==> src/rtl/fdsc_pkg.sv <==
// Shared types and constants for the frame deframer with sum checksum.
`default_nettype none
package fdsc_pkg;

   localparam int unsigned ByteWidth  = 8;
   localparam int unsigned LeftWidth  = 9;
   localparam int unsigned PhaseWidth = 3;

   localparam logic [ByteWidth-1:0] START_CMD  = 8'h01;
   localparam logic [ByteWidth-1:0] START_DATA = 8'h02;

   localparam logic [PhaseWidth-1:0] PH_HUNT    = 3'd0;
   localparam logic [PhaseWidth-1:0] PH_LENGTH  = 3'd1;
   localparam logic [PhaseWidth-1:0] PH_PAYLOAD = 3'd2;
   localparam logic [PhaseWidth-1:0] PH_CHECK   = 3'd3;
   localparam logic [PhaseWidth-1:0] PH_TRAILER = 3'd4;

   localparam logic [LeftWidth-1:0] FULL_FRAME = 9'd256;

   typedef struct packed {
      logic [ByteWidth-1:0] data;
      logic                 frame_kind;
      logic                 checksum_ok;
      logic                 last;
   } fdsc_result_type;

endpackage
`default_nettype wire

==> src/rtl/frame_deframer_sum_checksum_top.sv <==
// Top level of the frame deframer: input register, decoder and result register.
// Takes one received byte per cycle and hunts for 0x01 (command/status) or 0x02 (data),
// then reads a length byte (0 means 256), passes each payload byte out, adds in a
// checksum byte and ends with a request that carries the trailer byte, tlast and the
// checksum verdict. Sustained rate is one byte per clock, and only back-pressure on rsp
// slows acceptance; a byte accepted on req reaches rsp through the input register, then
// the result register. Start, length and checksum bytes yield no request.
`default_nettype none
module frame_deframer_sum_checksum_top
   import fdsc_pkg::*;
(
   input  wire logic                 clock,
   input  wire logic                 reset,
   input  wire logic                 req_tvalid,
   output logic                      req_tready,
   input  wire logic [ByteWidth-1:0] req_tdata,   // [7:0] rx_byte
   output logic                      rsp_tvalid,
   input  wire logic                 rsp_tready,
   output logic [ByteWidth-1:0]      rsp_tdata,   // [7:0] data
   output logic                      rsp_tlast,
   output logic [1:0]                rsp_tuser    // [0] frame_kind, [1] checksum_ok
);

   logic                 in_valid_ff;
   logic [ByteWidth-1:0] in_byte_ff;
   logic                 take;
   logic                 res_valid;
   logic                 out_free;
   fdsc_result_type      res;

   assign take       = in_valid_ff && (!res_valid || out_free);
   assign req_tready = !in_valid_ff || take;

   always_ff @(posedge clock) begin
      if (reset) begin
         in_valid_ff <= 1'b0;
      end else if (req_tready) begin
         in_valid_ff <= req_tvalid;
      end
   end

   always_ff @(posedge clock) begin
      if (req_tready && req_tvalid) begin
         in_byte_ff <= req_tdata;
      end
   end

   fdsc_core u_core (
      .clock     (clock),
      .reset     (reset),
      .take      (take),
      .rx_byte   (in_byte_ff),
      .res       (res),
      .res_valid (res_valid)
   );

   fdsc_out_reg u_out (
      .clock      (clock),
      .reset      (reset),
      .load       (take && res_valid),
      .res        (res),
      .out_free   (out_free),
      .rsp_tvalid (rsp_tvalid),
      .rsp_tready (rsp_tready),
      .rsp_tdata  (rsp_tdata),
      .rsp_tlast  (rsp_tlast),
      .rsp_tuser  (rsp_tuser)
   );

   a_result_lands: assert property (@(posedge clock) disable iff (reset)
      take && res_valid |=> rsp_tvalid)
      else $error("decoded request lost before the output");

endmodule
`default_nettype wire

==> src/rtl/fdsc_core.sv <==
// Frame phase tracking, length count and running sum; decodes one byte per cycle while take is high.
`default_nettype none
module fdsc_core
   import fdsc_pkg::*;
(
   input  wire logic                 clock,
   input  wire logic                 reset,
   input  wire logic                 take,
   input  wire logic [ByteWidth-1:0] rx_byte,
   output fdsc_result_type           res,
   output logic                      res_valid
);

   logic [PhaseWidth-1:0] phase_ff, phase_in;
   logic                  kind_ff, kind_in;
   logic [LeftWidth-1:0]  left_ff, left_in, left_dec;
   logic [ByteWidth-1:0]  sum_ff, sum_in, sum_add;

   assign sum_add  = sum_ff + rx_byte;
   assign left_dec = (left_ff != '0) ? left_ff - 1'b1 : left_ff;

   always_comb begin
      phase_in        = phase_ff;
      kind_in         = kind_ff;
      left_in         = left_ff;
      sum_in          = sum_ff;
      res_valid       = 1'b0;
      res.data        = rx_byte;
      res.frame_kind  = kind_ff;
      res.checksum_ok = 1'b0;
      res.last        = 1'b0;
      unique case (phase_ff)
         PH_LENGTH: begin
            sum_in   = rx_byte;
            left_in  = (rx_byte == '0) ? FULL_FRAME : {1'b0, rx_byte};
            phase_in = PH_PAYLOAD;
         end
         PH_PAYLOAD: begin
            sum_in    = sum_add;
            res_valid = 1'b1;
            left_in   = left_dec;
            if (left_dec == '0) begin
               phase_in = PH_CHECK;
            end
         end
         PH_CHECK: begin
            sum_in   = sum_add;
            phase_in = PH_TRAILER;
         end
         PH_TRAILER: begin
            res_valid       = 1'b1;
            res.checksum_ok = (sum_ff == '0);
            res.last        = 1'b1;
            phase_in        = PH_HUNT;
         end
         default: begin
            // hunting; stray phase codes land here too
            if (rx_byte == START_CMD || rx_byte == START_DATA) begin
               kind_in  = (rx_byte == START_DATA);
               phase_in = PH_LENGTH;
            end else begin
               phase_in = PH_HUNT;
            end
         end
      endcase
   end

   always_ff @(posedge clock) begin
      if (reset) begin
         phase_ff <= PH_HUNT;
         kind_ff  <= 1'b0;
         left_ff  <= '0;
         sum_ff   <= '0;
      end else if (take) begin
         phase_ff <= phase_in;
         kind_ff  <= kind_in;
         left_ff  <= left_in;
         sum_ff   <= sum_in;
      end
   end

   a_payload_has_count: assert property (@(posedge clock) disable iff (reset)
      phase_ff == PH_PAYLOAD |-> left_ff != '0)
      else $error("payload phase with zero bytes left");

   a_count_bounded: assert property (@(posedge clock) disable iff (reset)
      left_ff <= FULL_FRAME)
      else $error("byte count beyond full frame");

   a_last_returns_to_hunt: assert property (@(posedge clock) disable iff (reset)
      take && res_valid && res.last |=> phase_ff == PH_HUNT)
      else $error("trailer not followed by hunting");

   a_check_after_payload: assert property (@(posedge clock) disable iff (reset)
      take && phase_ff == PH_PAYLOAD && left_ff == 9'd1 |=> phase_ff == PH_CHECK)
      else $error("final payload byte did not move to checksum");

endmodule
`default_nettype wire

==> src/rtl/fdsc_out_reg.sv <==
// Result register that drives the response stream.
`default_nettype none
module fdsc_out_reg
   import fdsc_pkg::*;
(
   input  wire logic                 clock,
   input  wire logic                 reset,
   input  wire logic                 load,
   input  wire fdsc_result_type      res,
   output logic                      out_free,
   output logic                      rsp_tvalid,
   input  wire logic                 rsp_tready,
   output logic [ByteWidth-1:0]      rsp_tdata,
   output logic                      rsp_tlast,
   output logic [1:0]                rsp_tuser
);

   logic            valid_ff;
   fdsc_result_type res_ff;

   assign out_free = !valid_ff || rsp_tready;

   always_ff @(posedge clock) begin
      if (reset) begin
         valid_ff <= 1'b0;
      end else if (out_free) begin
         valid_ff <= load;
      end
   end

   always_ff @(posedge clock) begin
      if (load && out_free) begin
         res_ff <= res;
      end
   end

   assign rsp_tvalid = valid_ff;
   assign rsp_tdata  = res_ff.data;
   assign rsp_tlast  = res_ff.last;
   assign rsp_tuser  = {res_ff.checksum_ok, res_ff.frame_kind};

   a_ok_only_on_last: assert property (@(posedge clock) disable iff (reset)
      valid_ff && !res_ff.last |-> !res_ff.checksum_ok)
      else $error("checksum flag set on a payload request");

endmodule
`default_nettype wire
==> config.mk <==
export PLATFORM = sky130hd
export DESIGN_NAME = frame_deframer_sum_checksum_top
export DESIGN_NICKNAME = d
export VERILOG_FILES = /design/src/rtl/fdsc_pkg.sv /design/src/rtl/frame_deframer_sum_checksum_top.sv /design/src/rtl/fdsc_core.sv /design/src/rtl/fdsc_out_reg.sv
export SDC_FILE = /design/constraint.sdc
export NUM_CORES = 1
export LEC_CHECK = 0
export ABC_CLOCK_PERIOD_IN_PS = 6060
export BUFFER_PORTS_ARGS = -buffer_cell sky130_fd_sc_hd__buf_2
export CAP_MARGIN = 40
export CORE_UTILIZATION = 63
export CTS_CLUSTER_SIZE = 24
export DETAILED_ROUTE_END_ITERATION = 8
export PLACE_DENSITY = 0.81
export REMOVE_ABC_BUFFERS = 1
export SLEW_MARGIN = 0
export SYNTH_ARGS = -nofsm -noshare
export SYNTH_HDL_FRONTEND = slang
export SYNTH_SLANG_ARGS = --single-unit
export TNS_END_PERCENT = 100
==> constraint.sdc <==
create_clock -name clock -period 6.06 [get_ports clock]
set_input_delay 0.606 -clock clock [delete_from_list [all_inputs] [get_ports clock]]
set_output_delay 0.606 -clock clock [all_outputs]
set_load 0.01 [all_outputs]
**Word level (Yosys, flattened, before mapping)**

Index checks and enable logic that the tools add are counted.

- Register bits: 42
- Output and inout port bits: 13

- Equal/unequal tests: 7
- Add/sub/neg operators: 2
- Bitwise gates (word level): 1
- Reduce and logical (&&, ||, !) cells: 24
- Mux-type cells: 9

Operators by type and width:

| operator | count |
|---|---|
| 2-to-1 mux 9 bit | 2 |
| one-hot mux 9 bit (2 select lines) | 1 |
| zero test 8 bit | 2 |
| one-hot mux 8 bit (2 select lines) | 1 |
| one-hot mux 3 bit (4 select lines) | 1 |
| zero test 9 bit | 1 |
| nonzero test 9 bit | 1 |
| subtractor 9 x 1 -> 9 bit, second input constant | 1 |
| adder 8 bit | 1 |
| == test 8 x 1 -> 1 bit, second input constant | 1 |
| == test 8 x 2 -> 1 bit, second input constant | 1 |
| == test 3 x 2 -> 1 bit, second input constant | 2 |
| AND reduction 2 bit | 3 |
| logical AND 1 bit | 4 |
| logical OR 1 bit | 4 |
| nonzero test 2 bit | 2 |
| OR reduction 2 bit | 2 |
| OR reduction 4 bit | 1 |
| == test 3 x 1 -> 1 bit, second input constant | 1 |
| == test 3 bit, second input constant | 1 |
| zero test 1 bit | 3 |
| 2-to-1 mux 1 bit | 3 |
| 2-to-1 mux 3 bit | 1 |
| AND reduction 3 bit | 1 |
| other kinds (2) | 2 |

**Depth between registers and ports, before layout**

- Word-level depth: 8
- Depth in mapped cells: 8

**Cells and area by module**

A second synthesis with hierarchy kept.

- Cells, all modules: 254
- Area total of the unflattened synthesis: 2366.0 sq um

Modules (own cells, without submodules):

| module | instances | area each (sq um) | cells each |
|---|---|---|---|
| fdsc_core | 1 | 1660.3 | 222 |
| fdsc_out_reg | 1 | 385.4 | 16 |
| frame_deframer_sum_checksum_top | 1 | 320.3 | 16 |

**Worst setup path before layout**

No wires, ideal clock.

- Path kind: input port to flip-flop
- Start point: input port rsp_tready
- End point: register u_out.res_ff (netlist bit u_out.rsp_tdata[0]) (enable)
- Required time: 5.667 ns
- Slack: 3.989 ns
- Path buffers: 0
- Arrival time: 1.678 ns
- Stages on the path: 3
- Cells stage by stage: nand2b_1 -> o31ai_1 -> nor3_1

- Longest elaborated chain between the ends: 5

Ends and longest elaborated chain:

| item | RTL line | text |
|---|---|---|
| start: declaration | frame_deframer_sum_checksum_top.sv:18 | `input wire logic rsp_tready,` |
| logical OR 1 bit * | fdsc_out_reg.sv:21 | `assign out_free = !valid_ff \|\| rsp_tready;` |
| logical OR 1 bit | frame_deframer_sum_checksum_top.sv:31 | `assign take = in_valid_ff && (!res_valid \|\| out_free);` |
| logical AND 1 bit | frame_deframer_sum_checksum_top.sv:31 |  |
| logical AND 1 bit | frame_deframer_sum_checksum_top.sv:60 | `.load (take && res_valid),` |
| logical AND 1 bit * | fdsc_out_reg.sv:32 | `if (load && out_free) begin` |
| end signal: assignment | fdsc_out_reg.sv:33 | `res_ff <= res;` |
| end: declaration | fdsc_out_reg.sv:19 | `fdsc_result_type res_ff;` |

Mark *: on every way between the ends. The rest lies on a longest branch, timed or not.
A chain may end at the register's enable or synchronous reset.

**Worst setup path after layout**

- Start point: register in_byte_ff[0]
- End point: register u_core.sum_ff[6]

- Longest elaborated chain between the ends: 2

Ends and longest elaborated chain:

| item | RTL line | text |
|---|---|---|
| start: declaration | frame_deframer_sum_checksum_top.sv:25 | `logic [ByteWidth-1:0] in_byte_ff;` |
| start signal: assignment | frame_deframer_sum_checksum_top.sv:44 | `in_byte_ff <= req_tdata;` |
| adder 8 bit | fdsc_core.sv:19 | `assign sum_add = sum_ff + rx_byte;` |
| one-hot mux 8 bit (2 select lines) | fdsc_core.sv:32 | `unique case (phase_ff)` |
| end signal: assignment | fdsc_core.sv:78 | `sum_ff <= sum_in;` |
| end: declaration | fdsc_core.sv:17 | `logic [ByteWidth-1:0] sum_ff, sum_in, sum_add;` |

No other way between the ends.

==> impl_metrics.csv <==
group,metric,value,unit
flow_run,drv_cap,0,
die,initial_core_util,0.680,
timing,setup_ws,3810,ps
clocking,cts_max_path_buffers,2,
synthesis,synth_ff_type,"dfxtp_1",
clocking,cts_max_level,2,
die,core,3440,sq um
setup_path,arrival,2420,ps
place,post-place-cells,310,
outcome,status,"complete, no violations",
clocking,cts_sinks,42,
min_path,hold_path_class,"reg2reg",
timing,hold_viol,0,
setup_path,cp_max_fo,7,
setup_path,cp_cell_sequence,"ha_1 > inv_1 > fa_1 > nor2b_1 > o21a_1 > o21ai_1 > mux2i_1 > a2111oi_1",
clocking,insertion_delay,300,ps
power,powerDensity,216,nW/um^2
global_routing,grt_pass1_vias,1834,
synthesis,ys_seq_elements,42,
place,place_ws,3890,ps
setup_path,crit_buf_inv,1,
global_routing,grt_max_degree,30,
timing,finalClockSkew,7.65,ps
setup_path,worstSetupEndpointType,"flop",
global_routing,antenna_found_initial,0,
synthesis,yosys-top-cells-area,"edfxtp_1, dfxtp_1, ha_1",
clocking,numCtsBuffers,5,
setup_path,critPathSlowestCell,"edfxtp_1",
routing,ant_nets,0,
setup_path,crit_type,"reg2reg",
synthesis,synth_edf_count,19,
place,placedInstanceArea,2460,sq um
final_layout,syn_to_final_growth,10.1,%
synthesis,synth_area_leader_cell,"edfxtp_1",
routing,avgRoutedWirePerCell,16.5,microns
synthesis,postSynthAreaPerCell,9.33,sq um
timing,post-route-period-util,0.371,
place,dpl.hpwl,3680,microns
final_layout,drive_gt1_frac,0.154,
place,place.gp.congestion,0.880,
clocking,clockRootBuffer,"clkbuf_8",
power,cellLeakagePower,0.952,nW
clocking,ctsResizeCount,0,
routing,drt_first_iter_violations,158,
die,die_w,63.0,microns
routing,vias,1980,
synthesis,synth_top_area_frac,0.244,
routing,route.detailed.drc,0,
synthesis,synth_area,2340,sq um
setup_path,critPathRequiredTime,6230,ps
synthesis,yosysWarnings,0,
clocking,cts.reportedPaths.clkPinSlew,80,ps
timing,slew_viol_final,0,
timing,setup_viol,0,
clocking,cts_setup_buffers,0,
die,die_area,3970,sq um
final_layout,layout_common_cells,"nor2_1, buf_2, dfxtp_1",
die,fp-row-count,21,
routing,first_pass_iters,4,
final_layout,stdcell_count,318,
synthesis,synthArstFlopShare,0,
global_routing,gr-usage-all-layers,0.278,
timing,min_period,2250,ps
die,die_h,63.0,microns
setup_path,cp_top_family,"compound AO/OA/AOI/OAI gates",
die,io_pins,25,
synthesis,netlist_instances,251,
timing,tightestPinTransition,776,ps
timing,max_slew_margin,0.480,
power,total_power,0.558,mW
final_layout,finalNetCount,292,
timing,finalSetupTns,0,ps
routing,routed_wirelength,5250,microns
clocking,cts_hold_buf,0,
clocking,cts_tree,"yes",
setup_path,start_kind,"flop",
place,port_buffers,24,
timing,fmax,444,MHz
synthesis,synth.distinct_cells,56,
final_layout,post-route-cell-area,2580,sq um
global_routing,grt_first_pass_wirelength,8330,microns
timing,rsz0062_at_grt,"no",
setup_path,slowest_delay,480,ps
final_layout,antenna_cells,0,
routing,post_drt_via_cell_ratio,6.23,
power,peakVddDrop,0.000136,V
synthesis,synth_seq_area_share,0.440,
global_routing,grt-ovfl-total,0,
## cell type report
type / count / area, sq um
Sequential cell: 42 / 1030
Inverter: 9 / 33.8
Tap cell: 46 / 57.6
Multi-Input combinational cell: 188 / 1210
Fill cell: 272 / 862
Clock inverter: 1 / 30.0
Clock buffer: 7 / 86.3
Timing Repair Buffer: 25 / 128
## path summary, 6_finish.rpt
path,start,to,slack [ps],cells after the start
setup / recovery,in_byte_ff[0]$_DFFE_PP_,u_core.sum_ff[6]$_SDFFE_PP0P_,3810,8
hold / removal,u_core.kind_ff$_SDFFE_PP0P_,u_out.rsp_tuser[0]$_DFFE_PP_,470,0
setup reg to reg,in_byte_ff[0]$_DFFE_PP_,u_core.sum_ff[6]$_SDFFE_PP0P_,3810,8
hold reg to reg,u_core.kind_ff$_SDFFE_PP0P_,u_out.rsp_tuser[0]$_DFFE_PP_,470,0
## registers in the layout, indices dropped and copies added (netlist names)
register / flops
u_out.rsp_tlast: 1
u_core.left_ff: 9
u_core.sum_ff: 8
u_core.phase_ff: 3
u_out.rsp_tvalid: 1
u_core.kind_ff: 1
u_out.rsp_tuser: 2
u_out.rsp_tdata: 8
in_valid_ff: 1
in_byte_ff: 8
## cell usage after synthesis, types with 4 or more instances
cell type  number
nor2_1         24
dfxtp_1        23
nand2_1        20
edfxtp_1       19
a21oi_1        18
nor2b_1        11
inv_1           9
o21ai_0         9
ha_1            8
nor4_1          8
buf_2           6
nand2b_1        6
o21ai_1         6
a211oi_1        5
nand3_1         5
nor3_1          5
a21o_1          4
a311oi_1        4
clkbuf_1        4
o31ai_1         4
xnor2_1         4
## through the flow
stage	util	hold WS [ps]
2_1_floorplan	-	408
3_3_place_gp	0.716	431
3_5_place_dp	0.716	423
4_1_cts	0.750	462
5_1_grt	0.750	466
6_report	0.750	471
## logic make-up (layout without fill, tap and decap cells)
kind of cell               after synthesis  after routing  synth area share
muxes                                    3              3            0.0128
adders and majority gates                9              9            0.0513
and+or+nand+nor                        103            103             0.245
xor gates and xnor gates                 4              4            0.0150
AOI/OAI and AO/OA                       69             69             0.194
buffers and inverters                   21             42            0.0417
DFF                                     42             42             0.440
## metal layers
| layer | GRT usage | up-vias | share of wire |
|---|---|---|---|
| met4 | 0.140 | 0 | 0.013 |
| li1 | - | 970 | - |
| met1 | 0.356 | 933 | 0.45 |
| met2 | 0.453 | 71 | 0.48 |
| met3 | 0.0420 | 6 | 0.055 |
| met5 | 0 | - | 0 |
## power breakdown
group	internal [mW]	leakage (nW)	switching (mW)
clock network	0.134	0.0585	0.0946
logic	0.00965	0.533	0.0129
registers	0.299	0.360	0.00730
total	0.443	0.952	0.115
No activity file was read; power rests on OpenSTA's default activity.
